## config.mk

```make
export PLATFORM = sky130hd
export DESIGN_NAME = sync_length_frame_parser
export DESIGN_NICKNAME = d
export VERILOG_FILES = /design/src/sv/slfp_pkg.sv /design/src/sv/slfp_in_stage.sv /design/src/sv/slfp_parse.sv /design/src/sv/slfp_out_stage.sv /design/src/sv/sync_length_frame_parser.sv
export SDC_FILE = /design/constraint.sdc
export NUM_CORES = 1
export LEC_CHECK = 0
export BUFFER_PORTS_ARGS = -buffer_cell sky130_fd_sc_hd__buf_2
export CORE_MARGIN = 2
export CORE_UTILIZATION = 30
export CTS_CLUSTER_DIAMETER = 80
export DETAILED_ROUTE_END_ITERATION = 7
export PLACE_DENSITY_LB_ADDON = 0.2
export SLEW_MARGIN = 20
export SYNTH_ARGS = -nofsm -noshare
export SYNTH_HDL_FRONTEND = slang
export SYNTH_SLANG_ARGS = --single-unit
```

## constraint.sdc

```tcl
create_clock -name clk -period 3.1 [get_ports clk]
set_input_delay 0.155 -clock clk [delete_from_list [all_inputs] [get_ports clk]]
set_output_delay 0.155 -clock clk [all_outputs]
set_load 0.1 [all_outputs]
```

## src/sv/slfp_pkg.sv

```systemverilog
`default_nettype none

package slfp_pkg;

  localparam int unsigned PosW = 24;
  localparam int unsigned LenW = 32;
  localparam int unsigned TypeW = 16;

  // Sync pattern, first byte on the wire first
  localparam logic [7:0] Sync0 = 8'hAB;
  localparam logic [7:0] Sync1 = 8'hCD;
  localparam logic [7:0] Sync2 = 8'hDC;
  localparam logic [7:0] Sync3 = 8'hBA;

  // Byte offsets inside a frame
  localparam logic [PosW-1:0] PosSync0 = 24'd0;
  localparam logic [PosW-1:0] PosSync1 = 24'd1;
  localparam logic [PosW-1:0] PosSync2 = 24'd2;
  localparam logic [PosW-1:0] PosSync3 = 24'd3;
  localparam logic [PosW-1:0] PosHdr = 24'd4;
  localparam logic [PosW-1:0] PosType0 = 24'd6;
  localparam logic [PosW-1:0] PosType1 = 24'd7;
  localparam logic [PosW-1:0] PosLen0 = 24'd8;
  localparam logic [PosW-1:0] PosLen1 = 24'd9;
  localparam logic [PosW-1:0] PosLen2 = 24'd10;
  localparam logic [PosW-1:0] PosLen3 = 24'd11;
  localparam logic [PosW-1:0] PosBody = 24'd12;

  localparam logic [LenW-1:0] MinLen = 32'd13;
  localparam logic [PosW-1:0] MaxLenReset = 24'd65536;

  // Known command types
  localparam logic [TypeW-1:0] CmdA = 16'h0001;
  localparam logic [TypeW-1:0] CmdB = 16'h0002;
  localparam logic [TypeW-1:0] CmdC = 16'h0004;
  localparam logic [TypeW-1:0] CmdD = 16'h0006;
  localparam logic [TypeW-1:0] CmdE = 16'h0008;
  localparam logic [TypeW-1:0] CmdF = 16'h000A;

  typedef struct packed {
    logic [7:0]       data_byte;
    logic [PosW-1:0]  byte_offset;
    logic             in_frame;
    logic             frame_end;
    logic [TypeW-1:0] frame_type;
    logic             type_known;
    logic [LenW-1:0]  frame_length;
    logic             length_error;
  } result_t;

  function automatic logic type_is_known(input logic [TypeW-1:0] t);
    return t inside {CmdA, CmdB, CmdC, CmdD, CmdE, CmdF};
  endfunction

endpackage

`default_nettype wire

```

## src/sv/slfp_in_stage.sv

```systemverilog
`default_nettype none

module slfp_in_stage (
  input  wire logic       clk,
  input  wire logic       rst_n,
  input  wire logic       in_valid,
  output logic            in_stall,
  input  wire logic [7:0] in_rx_byte,
  input  wire logic       advance,
  output logic            s_valid,
  output logic [7:0]      s_byte
);

  logic       valid_r;
  logic [7:0] byte_r;

  // hold while the held item cannot move on
  assign in_stall = valid_r && !advance;

  always_ff @(posedge clk) begin
    if (!rst_n) begin
      valid_r <= 1'b0;
    end else if (!in_stall) begin
      valid_r <= in_valid;
    end
  end

  always_ff @(posedge clk) begin
    if (!in_stall && in_valid) begin
      byte_r <= in_rx_byte;
    end
  end

  assign s_valid = valid_r;
  assign s_byte  = byte_r;

endmodule

`default_nettype wire

```

## src/sv/slfp_parse.sv

```systemverilog
`default_nettype none

module slfp_parse (
  input  wire logic                       clk,
  input  wire logic                       rst_n,
  input  wire logic                       fire,
  input  wire logic [7:0]                 rx_byte,
  input  wire logic [slfp_pkg::PosW-1:0]  max_len,
  output slfp_pkg::result_t               res
);

  logic [slfp_pkg::PosW-1:0]  pos_r, pos_nxt;
  logic [slfp_pkg::LenW-1:0]  len_r, len_nxt;
  logic [slfp_pkg::TypeW-1:0] type_r, type_nxt;
  logic [slfp_pkg::LenW-1:0]  len_cap;
  logic [slfp_pkg::PosW:0]    pos_inc;
  logic                       match;

  always_comb begin
    pos_nxt  = pos_r;
    len_nxt  = len_r;
    type_nxt = type_r;
    len_cap  = {rx_byte, len_r[23:0]};
    pos_inc  = {1'b0, pos_r} + 25'd1;
    match    = 1'b0;

    res.data_byte    = rx_byte;
    res.byte_offset  = pos_r;
    res.in_frame     = 1'b1;
    res.frame_end    = 1'b0;
    res.frame_type   = '0;
    res.type_known   = 1'b0;
    res.frame_length = '0;
    res.length_error = 1'b0;

    case (pos_r)
      slfp_pkg::PosSync0: begin
        match = (rx_byte == slfp_pkg::Sync0);
        pos_nxt = match ? slfp_pkg::PosSync1 : slfp_pkg::PosSync0;
        res.in_frame = match;
      end
      slfp_pkg::PosSync1: begin
        match = (rx_byte == slfp_pkg::Sync1);
        pos_nxt = match ? slfp_pkg::PosSync2 : slfp_pkg::PosSync0;
        res.in_frame = match;
      end
      slfp_pkg::PosSync2: begin
        match = (rx_byte == slfp_pkg::Sync2);
        pos_nxt = match ? slfp_pkg::PosSync3 : slfp_pkg::PosSync0;
        res.in_frame = match;
      end
      slfp_pkg::PosSync3: begin
        match = (rx_byte == slfp_pkg::Sync3);
        pos_nxt = match ? slfp_pkg::PosHdr : slfp_pkg::PosSync0;
        res.in_frame = match;
      end
      slfp_pkg::PosType0: begin
        type_nxt = {type_r[15:8], rx_byte};
        pos_nxt = slfp_pkg::PosType1;
      end
      slfp_pkg::PosType1: begin
        type_nxt = {rx_byte, type_r[7:0]};
        pos_nxt = slfp_pkg::PosLen0;
      end
      slfp_pkg::PosLen0: begin
        len_nxt = {len_r[31:8], rx_byte};
        pos_nxt = slfp_pkg::PosLen1;
      end
      slfp_pkg::PosLen1: begin
        len_nxt = {len_r[31:16], rx_byte, len_r[7:0]};
        pos_nxt = slfp_pkg::PosLen2;
      end
      slfp_pkg::PosLen2: begin
        len_nxt = {len_r[31:24], rx_byte, len_r[15:0]};
        pos_nxt = slfp_pkg::PosLen3;
      end
      slfp_pkg::PosLen3: begin
        len_nxt = len_cap;
        res.frame_length = len_cap;
        if (len_cap < slfp_pkg::MinLen || len_cap > {8'd0, max_len}) begin
          res.length_error = 1'b1;
          pos_nxt = slfp_pkg::PosSync0;
        end else begin
          pos_nxt = slfp_pkg::PosBody;
        end
      end
      default: begin
        pos_nxt = pos_inc[slfp_pkg::PosW-1:0];
        if (pos_r >= slfp_pkg::PosBody) begin
          res.frame_length = len_r;
          if ({7'd0, pos_inc} == len_r) begin
            res.frame_end  = 1'b1;
            res.frame_type = type_r;
            res.type_known = slfp_pkg::type_is_known(type_r);
            pos_nxt = slfp_pkg::PosSync0;
          end
        end
      end
    endcase

    if (!res.in_frame) begin
      res.byte_offset = '0;
    end
  end

  always_ff @(posedge clk) begin
    if (!rst_n) begin
      pos_r  <= '0;
      len_r  <= '0;
      type_r <= '0;
    end else if (fire) begin
      pos_r  <= pos_nxt;
      len_r  <= len_nxt;
      type_r <= type_nxt;
    end
  end

endmodule

`default_nettype wire

```

## src/sv/slfp_out_stage.sv

```systemverilog
`default_nettype none

module slfp_out_stage (
  input  wire logic              clk,
  input  wire logic              rst_n,
  input  wire logic              s_valid,
  input  wire slfp_pkg::result_t res,
  input  wire logic              out_stall,
  output logic                   advance,
  output logic                   out_valid,
  output slfp_pkg::result_t      out_res
);

  logic              valid_r;
  slfp_pkg::result_t res_r;

  // move on when the result register is empty or being drained
  assign advance = !valid_r || !out_stall;

  always_ff @(posedge clk) begin
    if (!rst_n) begin
      valid_r <= 1'b0;
    end else if (advance) begin
      valid_r <= s_valid;
    end
  end

  always_ff @(posedge clk) begin
    if (advance && s_valid) begin
      res_r <= res;
    end
  end

  assign out_valid = valid_r;
  assign out_res   = res_r;

endmodule

`default_nettype wire

```

## src/sv/sync_length_frame_parser.sv

```systemverilog
`default_nettype none

// Byte-serial deframer. Each accepted input item is one received byte and
// yields exactly one result item, in order: the byte itself, its offset in
// the current frame and the frame flags. The block hunts for the sync
// pattern AB CD DC BA; a mismatch drops back to hunting and the failing
// byte is not retried as a first sync byte. Bytes 6-7 carry a little-endian
// type and bytes 8-11 a little-endian total length. On byte 11 a length
// below 13 or above cfg max_frame_length raises length_error and hunting
// resumes; otherwise the frame ends on the byte whose offset plus one
// equals the length, and that item carries the type and a flag for the six
// known commands (1, 2, 4, 6, 8, 10). Rate: one item per clock while the
// result is not stalled. Each byte passes through the input register, then
// the one-pass parse into the result register. out_stall holds the result
// register; the input stalls only while both registers are full and the
// result is stalled. Write max_frame_length (reset 65536) only while no
// items are in flight.
module sync_length_frame_parser (
  input  wire logic        clk,
  input  wire logic        rst_n,
  // configuration
  input  wire logic        cfg_wr_en,
  input  wire logic [23:0] cfg_wr_data,
  // input channel
  input  wire logic        in_valid,
  output logic             in_stall,
  input  wire logic [7:0]  in_rx_byte,
  // result channel
  output logic             out_valid,
  input  wire logic        out_stall,
  output logic [7:0]       out_data_byte,
  output logic [23:0]      out_byte_offset,
  output logic             out_in_frame,
  output logic             out_frame_end,
  output logic [15:0]      out_frame_type,
  output logic             out_type_known,
  output logic [31:0]      out_frame_length,
  output logic             out_length_error
);

  logic [slfp_pkg::PosW-1:0]        max_len_val_r;
  logic                             advance;
  logic                             s_valid;
  logic [7:0]                       s_byte;
  slfp_pkg::result_t                res;
  slfp_pkg::result_t                out_res;

  // Maximum frame length register
  always_ff @(posedge clk) begin
    if (!rst_n) begin
      max_len_val_r <= slfp_pkg::MaxLenReset;
    end else if (cfg_wr_en) begin
      max_len_val_r <= cfg_wr_data;
    end
  end

  // Input register: holds one byte while the result side stalls
  slfp_in_stage u_in (
    .clk        (clk),
    .rst_n      (rst_n),
    .in_valid   (in_valid),
    .in_stall   (in_stall),
    .in_rx_byte (in_rx_byte),
    .advance    (advance),
    .s_valid    (s_valid),
    .s_byte     (s_byte)
  );

  // Parser state and one-pass result logic; state advances as the item moves
  slfp_parse u_parse (
    .clk     (clk),
    .rst_n   (rst_n),
    .fire    (s_valid && advance),
    .rx_byte (s_byte),
    .max_len (max_len_val_r),
    .res     (res)
  );

  // Result register
  slfp_out_stage u_out (
    .clk       (clk),
    .rst_n     (rst_n),
    .s_valid   (s_valid),
    .res       (res),
    .out_stall (out_stall),
    .advance   (advance),
    .out_valid (out_valid),
    .out_res   (out_res)
  );

  assign out_data_byte    = out_res.data_byte;
  assign out_byte_offset  = out_res.byte_offset;
  assign out_in_frame     = out_res.in_frame;
  assign out_frame_end    = out_res.frame_end;
  assign out_frame_type   = out_res.frame_type;
  assign out_type_known   = out_res.type_known;
  assign out_frame_length = out_res.frame_length;
  assign out_length_error = out_res.length_error;

`ifndef SYNTHESIS
  // A frame end is always a byte of the frame, at or past the body start
  a_end_in_frame: assert property (@(posedge clk) disable iff (!rst_n)
    out_valid && out_frame_end |-> out_in_frame && out_byte_offset >= slfp_pkg::PosBody)
    else $error("frame_end outside a frame body");

  // Length errors only on the last length byte, with the frame flag set
  a_lerr_pos: assert property (@(posedge clk) disable iff (!rst_n)
    out_valid && out_length_error |-> out_in_frame && out_byte_offset == slfp_pkg::PosLen3)
    else $error("length_error on the wrong byte");

  // Bytes outside a frame carry no offset, length or type
  a_hunt_clean: assert property (@(posedge clk) disable iff (!rst_n)
    out_valid && !out_in_frame |->
      out_byte_offset == 24'd0 && out_frame_length == 32'd0 && !out_frame_end)
    else $error("hunting byte carries frame data");

  // Input stall only ever comes from a stalled, full result register
  a_stall_cause: assert property (@(posedge clk) disable iff (!rst_n)
    in_stall |-> out_valid && out_stall)
    else $error("input stalled without output back-pressure");
`endif

endmodule

`default_nettype wire
```

==> results by group, run 1 <==
Drt
  • DRC: 0
  • DR WL/cell: approximately 19 um
  • Via density: between 4 and 5
  • Routed via count: between 7,000 and 8,000
  • Iteration-0 DRC count of the detailed router: 525
  • Routed Antenna Nets: 0
  • DRT Pass-1 Iters: 5
  • Routed WL: 28.9 mm

Power and ir drop
  • Combinational group share of total power: about an eighth
  • Power Total: approximately 5.6 mW
  • Worst vdd ir: 0.000295 V
  • Static leakage: between 4 and 5 nW
  • Pwr Density: roughly 470 nW/um^2
  • Clk network pwr share: a little under two fifths
  • Switching share of total power: between 20% and 30%
  • Sw Pwr: 1.55 mW
  • Pint: 4.04 mW
  • Sequential power share: 48.9%

CTS
  • Root Driver: clkbuf_16
  • Sink Count: 190
  • Total CTS buffers: 17
  • Later-pin clock latency in the skew report: 450 ps
  • Clock Path Buffers: 2
  • Clock Pin Slew Worst Setup and Hold Paths: 70 ps
  • Level count of the clock H-tree: 4
  • CTS tree: built

Timing
  • Tmin final: 2980 ps
  • Period utilization: 96.0%
  • Final Hold Viols: 0
  • Final setup violation count: 0
  • Slew HR: 46.5%
  • Post-route setup slack: 124 ps
  • Slew @ Worst Pin: 782 ps
  • Fmax: 336 MHz
  • Slew Viols, Final: 0
  • Worst Skew: between 10 and 15 ps
  • Unrepaired setup endpoints after global routing: false
  • Hold slack: 303 ps

Critical path
  • Cell Chain, Critical Path: buf_4 -> nor4_1 -> and4_1 -> and2_1 -> nand3_1 -> a2111oi_0 -> buf_4 -> nor2_1
  • Critical path's most frequent cell: buf_4
  • CP max stage delay: 700 ps
  • Buf/Inv on CP: 2
  • CP startpoint kind: flop
  • R2r endpoint: u_out.out_res[52]
  • Reg2reg path depth: 8
  • CP required: 3300 ps
  • Worst setup EP type: flop
  • Highest-delay cell along the critical path: a2111oi_0
  • WP data arrival: 3180 ps
  • Reg2reg start: u_parse.pos_r[11]
  • Top delay family on crit path: simple AND/OR/NAND/NOR gates
  • CP Max Fanout: 8
  • Kind of critical path: reg -> reg
  • Setup slack, reg-to-reg: 120 ps

Final layout
  • Layout cells sized above 1: between 20% and 30%
  • Area grow syn2layout: 24.1%
  • Number of diodes: 0
  • Total Nets Final: approximately 1,200
  • Final Core Density: between 30% and 40%

Floorplan
  • Die Ht: 183 um
  • Die width: 183 um
  • Initial core utilization: 30.5%
  • Row count: 65
  • Core ar.: about 32,000 um^2
  • DIE AREA: 33,500 um^2
  • I/O pin count: between 100 and 150

Yosys
  • Synthesized cell area: 9610 um^2
  • Synth Net Count: 984
  • Synth warnings: 0
  • Post-synthesis sequential area ratio: 49.1%
  • Syn Inst Count: just over 900
  • Post-synth EDFFs: 92
  • Flops & latches, synth: 190
  • Netlist cell types: 70
  • Syn_area_per_cell: about 10 um^2
  • Asr flop ratio synth: 0%
  • Main synth FF type: dfxtp_1

Placed design
  • Placer Congestion: slightly below 0.9
  • Port Buffers: 122
  • DP HPWL: 20.7 mm
  • Dpl ws: 17.2 ps

Global routing
  • Initial antenna violation count: 0
  • Largest net degree at the start of global routing: 60
  • Total track usage: 17.5%
  • Number of global-route vias before repair: 7,404
  • Global-route wire length before repair: 44.2 mm
  • Grt ovf: 0

Hold path
  • HP Class: in -> reg
  • HP Start: rst_n
  • Worst hold path endpoint: u_in.s_valid
  • Hold Path Depth: 2

Outcome
  • Outcome: completed

Flow run
  • Max cap viols: 0
[what timing repair did]
item                                   4_1_cts  5_1_grt
gates cloned                                 0        1
setup endpoints to repair                    1       42
hold buffers                                34        0
setup buffers                                1        2
endpoints found under the hold margin       34        0
gates resized for setup                      1        9
pin swaps                                    1        1
[worst max path at each step]
| stage | end | start | cells past startpoint | slack (ps) |
|---|---|---|---|---|
| finish | u_out.out_res[52] | u_parse.pos_r[11] | 8 | 120 |
| global route | u_parse.pos_r[5] | u_parse.pos_r[1] | 12 | 3 |
| CTS | u_out.out_res[33] | u_parse.pos_r[1] | 9 | 70 |
| detailed placement | u_out.out_res[33] | u_parse.pos_r[1] | 9 | 20 |
| global placement | u_out.out_res[33] | u_parse.pos_r[2] | 9 | -10 |
| floorplan | u_parse.pos_r[10] | u_parse.pos_r[0] | 12 | 80 |
[cell families after synthesis]
logic type / after synthesis / share of synthesized area (%)
compound gates: 116 / 9.07
buf+inv: 119 / 5.01
flops: 190 / 49.1
mux: 78 / 8.12
simple gates: 354 / 21.9
xor+xnor: 34 / 3.10
fa+ha+maj: 28 / 3.64
[layer usage]
| metal | GRT usage (%) | vias up | part of all wire (%) |
|---|---|---|---|
| met5 | 0 | - | 0 |
| met4 | 7.58 | 0 | 3.0 |
| met3 | 3.14 | 43 | 3.6 |
| met2 | 28.0 | 159 | 46 |
| met1 | 23.2 | 3590 | 47 |
| li1 | - | 3613 | - |
[Yosys cell counts, types with 3 or more instances]
| cell type | instances | area share [%] |
|---|---|---|
| nor2b_1 | 103 | 6.7 |
| dfxtp_1 | 98 | 20 |
| edfxtp_1 | 92 | 29 |
| mux2i_1 | 78 | 8.1 |
| clkbuf_1 | 58 | 2.3 |
| nand2_1 | 42 | 1.6 |
| nor2_1 | 40 | 1.6 |
| inv_1 | 39 | 1.5 |
| ha_1 | 28 | 3.6 |
| nor4_1 | 27 | 1.8 |
| and2_1 | 23 | 1.5 |
| nand3_1 | 20 | 1.0 |
| xnor2_1 | 20 | 1.8 |
| nand4_1 | 19 | 1.2 |
| buf_2 | 16 | 0.83 |
| o21ai_0 | 15 | 0.78 |
| xor2_1 | 14 | 1.3 |
| or3_1 | 13 | 0.85 |
| a21oi_1 | 12 | 0.62 |
| nor3_1 | 12 | 0.62 |
| a21o_1 | 11 | 0.86 |
| nand2b_1 | 11 | 0.72 |
| o211a_1 | 10 | 1.0 |
| o21a_1 | 10 | 0.78 |
| a211oi_1 | 9 | 0.70 |
| and3_1 | 7 | 0.46 |
| a211o_1 | 5 | 0.46 |
| a22o_1 | 5 | 0.46 |
| and4_1 | 5 | 0.46 |
| or2_2 | 5 | 0.33 |
| a31oi_1 | 4 | 0.26 |
| o211ai_1 | 4 | 0.31 |
| a21boi_1 | 3 | 0.23 |
| nand3b_1 | 3 | 0.23 |
| nor3b_1 | 3 | 0.23 |
| o311a_1 | 3 | 0.31 |
| o31ai_1 | 3 | 0.23 |
| or4_1 | 3 | 0.23 |
[per-stage QoR]
stage / std cells / instance area (um^2) / setup TNS [ps]
4_1_cts: 1502 / 11900 / 0
5_1_grt: 1505 / 11900 / 0
3_3_place_gp: 1435 / 11000 / -12.7
3_5_place_dp: 1435 / 11000 / 0
2_1_floorplan: 919 / 9610 / 0
6_report: 1505 / 11900 / 0
[state kept, by name, indices dropped and copies added (netlist names)]
name and cells:
u_in.s_byte 8, u_parse.pos_r 24, u_out.out_valid 1, max_len_val_r 24
u_parse.type_r 16, u_in.s_valid 1, u_parse.len_r 32, u_out.out_res 84
[cell type report]
cell class / instances / area, um^2
Fill cell: 3166 / 19600
Sequential cell: 190 / 4730
Multi-Input combinational cell: 611 / 4450
Timing Repair Buffer: 230 / 1540
Tap cell: 402 / 503
Clock buffer: 24 / 472
Inverter: 40 / 153
Clock inverter: 8 / 85.1
[cell usage in the layout (no fill, tap or decap), types with 7 or more instances in the layout]
cell,n
o21ai_0,15
edfxtp_1,92
nand2b_1,11
xor2_1,14
o211a_1,10
a211oi_1,8
inv_1,39
nor2b_1,103
nor4_1,27
nor3_1,12
or3_1,13
mux2i_1,78
buf_4,71
clkbuf_16,17
a21o_1,11
ha_1,27
xnor2_1,20
nand4_1,19
o21a_1,10
a21oi_1,12
nand3_1,20
and2_1,23
buf_2,122
dfxtp_1,95
nor2_1,40
dlygate4sd3_1,34
and3_1,7
nand2_1,42
[power by group through the flow]
stage / Clock [mW] / Sequential [mW] / Combinational, mW
5_1_grt: 2.28 / 2.74 / 0.765
2_1_floorplan: 0 / 3.10 / 0.214
3_3_place_gp: 0 / 2.79 / 0.693
3_5_place_dp: 0 / 2.79 / 0.696
4_1_cts: 2.19 / 2.74 / 0.730
6_report: 2.13 / 2.74 / 0.726
Power figures use the tool's default switching activity.
==> run 2: changes to the inputs <==
Settings changed: SYNTH_HIERARCHICAL set to 1.
==> run 2 against run 1 <==
Effect of this change:
- fmax increased by 1.7%
- flip-flop and latch count unchanged
- clock-buffer cell count decreased by 6
- combinational power increased by 2%
- cell area decreased by 0.28%
- routed wire length decreased by 2.8%
- cell count decreased by 0.93%
- power increased by 2.4%
- clock power increased by 6%
- utilization increased by 0.088 points
==> results by group, run 2 <==
Critical path
  • Kind of critical path: reg -> reg (unchanged)
  • CP required: 3450 ps (was 3300 ps)
  • CP startpoint kind: flop (unchanged)
  • Reg2reg start: u_parse/pos_r[8] (was u_parse.pos_r[11])
  • Setup slack, reg-to-reg: 170 ps (was 120 ps)
  • Setup crit start: u_parse/pos_r[8] (was u_parse.pos_r[11])
  • Crit path to: u_parse/pos_r[3] (was u_out.out_res[52])
  • CP Max Fanout: 22 (was 8)
  • R2r endpoint: u_parse/pos_r[3] (was u_out.out_res[52])
  • Worst setup EP type: flop (unchanged)
  • WP data arrival: 3280 ps (was 3180 ps)
  • Reg2reg path depth: 9 (was 8)

Global routing
  • Largest net degree at the start of global routing: 54 (was 60)
  • Grt ovf: 0 (unchanged)
  • Global-route wire length before repair: 42.4 mm (was 44.2 mm)
  • Number of global-route vias before repair: 7,051 (was 7,404)
  • Initial antenna violation count: 0 (unchanged)
  • Total track usage: 17.2% (was 17.5%)

Final layout
  • Number of flip-flops in the largest register: 84 (unchanged)
  • Area grow syn2layout: 24.9% (was 24.1%)
  • Layout cells sized above 1: 24.8% (was 22.8%)
  • Number of diodes: 0 (unchanged)
  • Area occupied by registers: 4730 um^2 (about the same)
  • Commonest non-fill, non-tap cell in the layout: buf_2 (unchanged)
  • Total Nets Final: 1,141 (was 1,155)
  • Most frequent cells in the layout: 122 x buf_2, 108 x nor2b_1, 94 x dfxtp_1 (was 122 x buf_2, 103 x nor2b_1, 95 x dfxtp_1)
  • # fillers: 3,173 (was 3,166)
  • Area of the multi-input gates: 4290 um^2 (was 4450 um^2)

Floorplan
  • DIE AREA: 33,200 um^2 (was 33,500 um^2)
  • Initial core utilization: 30.4% (was 30.5%)
  • I/O pin count: 123 (unchanged)
  • Core ar.: 31,400 um^2 (was 31,600 um^2)
  • Row count: 65 (unchanged)
  • Die width: 182 um (was 183 um)
  • Die Ht: 182 um (was 183 um)

Placed design
  • Dpl ws: 20.9 ps (was 17.2 ps)
  • DP HPWL: 20.0 mm (was 20.7 mm)
  • Placer Congestion: 0.844 (was 0.887)
  • Port Buffers: 122 (unchanged)

CTS
  • Clock Pin Slew Worst Setup and Hold Paths: 80 ps (was 70 ps)
  • Sink Count: 190 (unchanged)
  • Total CTS buffers: 17 (unchanged)
  • Root Driver: clkbuf_16 (unchanged)
  • Later-pin clock latency in the skew report: 450 ps (about the same)
  • Level count of the clock H-tree: 4 (unchanged)
  • CTS tree: built (unchanged)
  • Clock Path Buffers: 2 (unchanged)

Yosys
  • Post-synth EDFFs: 92 (unchanged)
  • Top post-synthesis cells by area: edfxtp_1 29%, dfxtp_1 21%, mux2i_1 7.8% (was edfxtp_1 29%, dfxtp_1 20%, mux2i_1 8.1%)
  • Cell taking the most area after synthesis: edfxtp_1 (unchanged)
  • Synthesized cell area: 9530 um^2 (was 9610 um^2)
  • Commonest cells in the netlist: 108 x nor2b_1, 98 x dfxtp_1, 92 x edfxtp_1 (was 103 x nor2b_1, 98 x dfxtp_1, 92 x edfxtp_1)
  • Flops & latches, synth: 190 (unchanged)
  • Most common cell in the synthesized netlist: nor2b_1 (unchanged)
  • Syn Inst Count: 908 (was 919)
  • Asr flop ratio synth: 0% (unchanged)
  • Netlist cell types: 66 (was 70)
  • Synth Net Count: 973 (was 984)
  • Synth top area share: 29.0% (was 28.7%)
  • Syn_area_per_cell: 10.5 um^2 (about the same)
  • Synth warnings: 6 (was 0)
  • Main synth FF type: dfxtp_1 (unchanged)
  • Post-synthesis sequential area ratio: 49.6% (was 49.1%)

Drt
  • Routed via count: 7,269 (was 7,405)
  • DR WL/cell: 18.8 um (was 19.2 um)
  • DRC: 0 (unchanged)
  • DRT Pass-1 Iters: 5 (unchanged)
  • Via density: 4.88 (was 4.92)
  • Routed Antenna Nets: 0 (unchanged)
  • Iteration-0 DRC count of the detailed router: 467 (was 525)
  • Routed WL: 28.1 mm (was 28.9 mm)

Power and ir drop
  • Static leakage: 4.79 nW (was 4.57 nW)
  • Pwr Density: 481 nW/um^2 (was 468 nW/um^2)
  • Worst vdd ir: 0.000366 V (was 0.000295 V)

Hold path
  • HP Class: in -> reg (unchanged)
  • Hold Path Depth: 3 (was 2)

Outcome
  • Outcome: completed (unchanged)

Timing
  • Hold slack: 265 ps (was 303 ps)
  • Slew Viols, Final: 0 (unchanged)
  • Worst Skew: 13.8 ps (was 10.9 ps)
  • Post-route setup slack: 174 ps (was 124 ps)
  • Fmax: 342 MHz (was 336 MHz)
  • Tmin final: 2930 ps (was 2980 ps)
  • Slew @ Worst Pin: 723 ps (was 782 ps)
  • Final setup violation count: 0 (unchanged)
  • Final Hold Viols: 0 (unchanged)
  • Slew HR: 51.8% (was 46.5%)
  • Period utilization: 94.4% (was 96.0%)

Flow run
  • Max cap viols: 0 (unchanged)
==> run 2: timing repair <==
item | in CTS | in global routing
hold buffers | 34 | 0
resized for setup | 1 | 14
buffers inserted | 0 | 0
pin swaps | 0 | 0
endpoints found under the hold margin | 34 | 0
endpoints found under the setup margin | 4 | 42
==> run 2: cell type report <==
type | instances | share of cell area, %
well taps | 402 | 4.23
clock buffers | 18 | 3.78
flip-flops and latches | 190 | 39.7
multi-input cells | 588 | 36.1
repair buffers | 247 | 13.9
inverters | 32 | 1.01
clock inverters | 14 | 1.22
==> run 2: routing by layer <==
| layer | vias up | wire length, um | track usage (%) |
|---|---|---|---|
| li1 | 3531 | - | - |
| met1 | 3524 | 13400 | 23.4 |
| met2 | 179 | 12700 | 26.8 |
| met3 | 35 | 1290 | 3.57 |
| met4 | 0 | 637 | 6.45 |
| met5 | - | 0 | 0 |
==> run 2: metrics by stage <==
step                      instance area, um^2  util, %  total power, mW  cells  TNS [ps]
after floorplan                          9530        -             3.33    908         0
after global placement                  10900     34.7             3.50   1425         0
after detailed placement                10900     34.7             3.50   1425         0
after CTS                               11800     37.7             5.80   1491         0
after global routing                    11900     37.9             5.94   1491     -11.1
final                                   11900     37.9             5.72   1491         0
==> run 2: where the power goes <==
group	switching (mW)	total [mW]	leakage [nW]	internal, mW
sequential	0.0315	2.73	1.67	2.70
clock	1.13	2.25	0.290	1.12
combinational	0.543	0.738	2.83	0.195
total	1.71	5.72	4.79	4.02
==> run 2: cell families after synthesis <==
kind of cell / synth area share (%)
mux: 7.77
buf+inv: 6.10
xor+xnor: 4.13
simple gates: 20.3
compound gates: 8.41
flops: 49.6
fa+ha+maj: 3.68
==> run 2: how the worst min path moves through the flow <==
stage / from / endpoint / slack, ps
after floorplan: in_rx_byte[0] / u_in/s_byte[0] / 250
after global placement: in_rx_byte[4] / u_in/s_byte[4] / 330
after detailed placement: in_rx_byte[4] / u_in/s_byte[4] / 330
after CTS: rst_n / u_parse/pos_r[19] / 230
after global routing: rst_n / u_parse/pos_r[13] / 280
final: rst_n / u_parse/pos_r[14] / 260
==> run 2: worst max-delay path: stages, from the launching register on <==
cell	delay, ps
dfxtp_1	430
nand4_4	160
o41ai_2	360
o221ai_1	150
or4_1	600
a2111oi_4	380
and4_4	310
buf_12	150
nor3_1	60
o221a_2	230
==> run 3: changes to the inputs <==
Settings changed: BUFFER_PORTS_ARGS -buffer_cell sky130_fd_sc_hd__buf_2 to -buffer_cell sky130_fd_sc_hd__clkbuf_2, GPL_TIMING_DRIVEN set to 0, REMOVE_ABC_BUFFERS set to 1.
==> run 3 against run 2 <==
Effect of this change:
- global-route usage fell by 1.1 points
- worst setup slack got worse by 67 ps
- clock skew rose by 0.84 ps
- utilization fell by 0.93 points
- critical endpoint is now u_parse/pos_r[2]
- clock power fell by 9.8%
- cell count fell by 3.7%
- die area did not move
- clock-buffer cell count rose by 1
- combinational power fell by 3.0%
==> results by group, run 3 (synthesis results as in run 2) <==
Power and ir drop
  • Sw Pwr: 1.58 mW (was 1.71 mW)
  • Sequential power share: 50.1% (was 47.7%)
  • Switching share of total power: 28.8% (was 29.8%)
  • Clk network pwr share: 36.9% (was 39.4%)
  • Pint: 3.91 mW (was 4.02 mW)
  • Static leakage: 4.55 nW (was 4.79 nW)
  • Worst vdd ir: 0.000343 V (was 0.000366 V)
  • Combinational group share of total power: 13.0% (was 12.9%)
  • Pwr Density: 473 nW/um^2 (was 481 nW/um^2)

Timing
  • Hold slack: 192 ps (was 265 ps)
  • Slew Viols, Final: 0 (unchanged)
  • Tmin final: 2990 ps (was 2930 ps)
  • Slew HR: 34.9% (was 51.8%)
  • Fmax: 334 MHz (was 342 MHz)
  • Worst Skew: 14.6 ps (was 13.8 ps)
  • TNS Setup: 0 ps (unchanged)
  • Slew @ Worst Pin: 971 ps (was 723 ps)
  • Final setup violation count: 0 (unchanged)
  • Final Hold Viols: 0 (unchanged)
  • Period utilization: 96.5% (was 94.4%)

Critical path
  • WP data arrival: 3370 ps (was 3280 ps)
  • CP required: 3480 ps (was 3450 ps)
  • CP Max Fanout: 3 (was 22)
  • Worst setup EP type: flop (unchanged)
  • CP startpoint kind: flop (unchanged)
  • Kind of critical path: reg -> reg (unchanged)

Drt
  • Routed Antenna Nets: 0 (unchanged)
  • DRT Pass-1 Iters: 5 (unchanged)
  • DR WL/cell: 18.3 um (was 18.8 um)
  • Routed WL: 26.3 mm (was 28.1 mm)
  • Routed via count: 7,049 (was 7,269)
  • Iteration-0 DRC count of the detailed router: 450 (was 467)
  • Via density: 4.91 (was 4.88)
  • DRC: 0 (unchanged)

Global routing
  • Grt ovf: 0 (unchanged)
  • Total track usage: 16.0% (was 17.2%)
  • Largest net degree at the start of global routing: 63 (was 54)
  • Global-route wire length before repair: 40.4 mm (was 42.4 mm)
  • Number of global-route vias before repair: 6,833 (was 7,051)
  • Initial antenna violation count: 1 (was 0)

CTS
  • Clock Path Buffers: 2 (unchanged)
  • Sink Count: 190 (unchanged)
  • CTS tree: built (unchanged)
  • Clock Pin Slew Worst Setup and Hold Paths: 70 ps (was 80 ps)
  • Later-pin clock latency in the skew report: 440 ps (was 450 ps)
  • Level count of the clock H-tree: 4 (unchanged)
  • Total CTS buffers: 17 (unchanged)
  • Root Driver: clkbuf_16 (unchanged)

Floorplan
  • Row count: 65 (unchanged)
  • Initial core utilization: 30.4% (unchanged)
  • DIE AREA: 33,200 um^2 (unchanged)
  • I/O pin count: 123 (unchanged)
  • Die width: 182 um (unchanged)
  • Die Ht: 182 um (unchanged)
  • Core ar.: 31,400 um^2 (unchanged)

Outcome
  • Outcome: completed (unchanged)

Final layout
  • Commonest non-fill, non-tap cell in the layout: clkbuf_2 (was buf_2)
  • Total Nets Final: 1,086 (was 1,141)
  • Number of flip-flops in the largest register: 84 (unchanged)
  • Layout cells sized above 1: 23.0% (was 24.8%)
  • Final Core Density: 37.0% (was 37.9%)
  • Most frequent cells in the layout: 121 x clkbuf_2, 108 x nor2b_1, 92 x edfxtp_1 (was 122 x buf_2, 108 x nor2b_1, 94 x dfxtp_1)
  • Area grow syn2layout: 21.8% (was 24.9%)
  • Number of diodes: 0 (unchanged)

Placed design
  • Port Buffers: 122 (unchanged)
  • Placer Congestion: 0.843 (was 0.844)
  • DP HPWL: 17.3 mm (was 20.0 mm)

Hold path
  • HP Class: in -> reg (unchanged)

Flow run
  • Max cap viols: 0 (unchanged)
-- run 3: changes by cell type in the layout (fill, tap and decap cells not counted), moves of 3 or more --
cell	before	now
buf_2	122	2
buf_4	89	29
clkbuf_2	0	121
clkinv_4	2	5
clkinv_8	3	0
dfxtp_1	94	82
dfxtp_4	0	10
inv_6	5	2
nor2_1	25	22
nor2_2	0	3
-- run 3: timing repair --
action / CTS / global route
pin swaps: 5 / 4
gates resized for setup: 36 / 19
setup buffers: 13 / 15
hold endpoints to repair: 34 / 0
hold buffers: 34 / 0
cloned: 1 / 0
setup endpoints to repair: 43 / 41
-- run 3: layout make-up --
class	count	area, um^2
multi-input combinational	589	4420
clock inverter	13	93.8
sequential	190	4770
inverter	32	120
fill	3158	19800
tap	402	503
clock buffer	19	433
timing repair buffer	191	1270
-- run 3: layer usage --
metal / vias up / part of all wire (%) / track usage (%) / routed length, um
li1: 3440 / - / - / -
met1: 3411 / 48 / 21.3 / 12500
met2: 169 / 46 / 25.5 / 12200
met3: 29 / 3.9 / 3.41 / 1040
met4: 0 / 2.2 / 6.35 / 582
met5: - / 0 / 0 / 0
-- run 3: worst max-delay path: stages (launching register included) --
cell and delay, ps:
edfxtp_1 500, nor4_1 330, nand3_1 220, or3_1 430, or4_1 550, nor2b_1 190
a221oi_4 370, a21o_1 180, o221a_2 170
-- run 3: per-stage QoR --
step	area [um^2]	total power [mW]	setup WS (ps)	cells
finish	11600	5.50	107	1436
global route	11600	5.72	-34.9	1436
CTS	11400	5.57	15.5	1421
detailed placement	10300	3.48	-1820	1341
global placement	10200	3.47	-2810	1334
floorplan	9070	3.29	-424	810
-- run 3: worst paths after layout --
check                                          to               from  cells past startpoint  slack [ps]
worst min-delay path            max_len_val_r[16]              rst_n                      2         190
worst max register to register   u_parse/pos_r[2]     u_in/s_byte[4]                      8         110
worst max-delay path             u_parse/pos_r[2]     u_in/s_byte[4]                      8         110
worst min register to register  max_len_val_r[16]  max_len_val_r[16]                      2         480
-- run 3: power groups by stage --
stage | Sequential [mW] | Clock (mW) | Combinational (mW)
finish | 2.75 | 2.03 | 0.716
global route | 2.76 | 2.20 | 0.758
CTS | 2.76 | 2.10 | 0.701
detailed placement | 2.83 | 0 | 0.649
global placement | 2.83 | 0 | 0.632
floorplan | 3.12 | 0 | 0.173
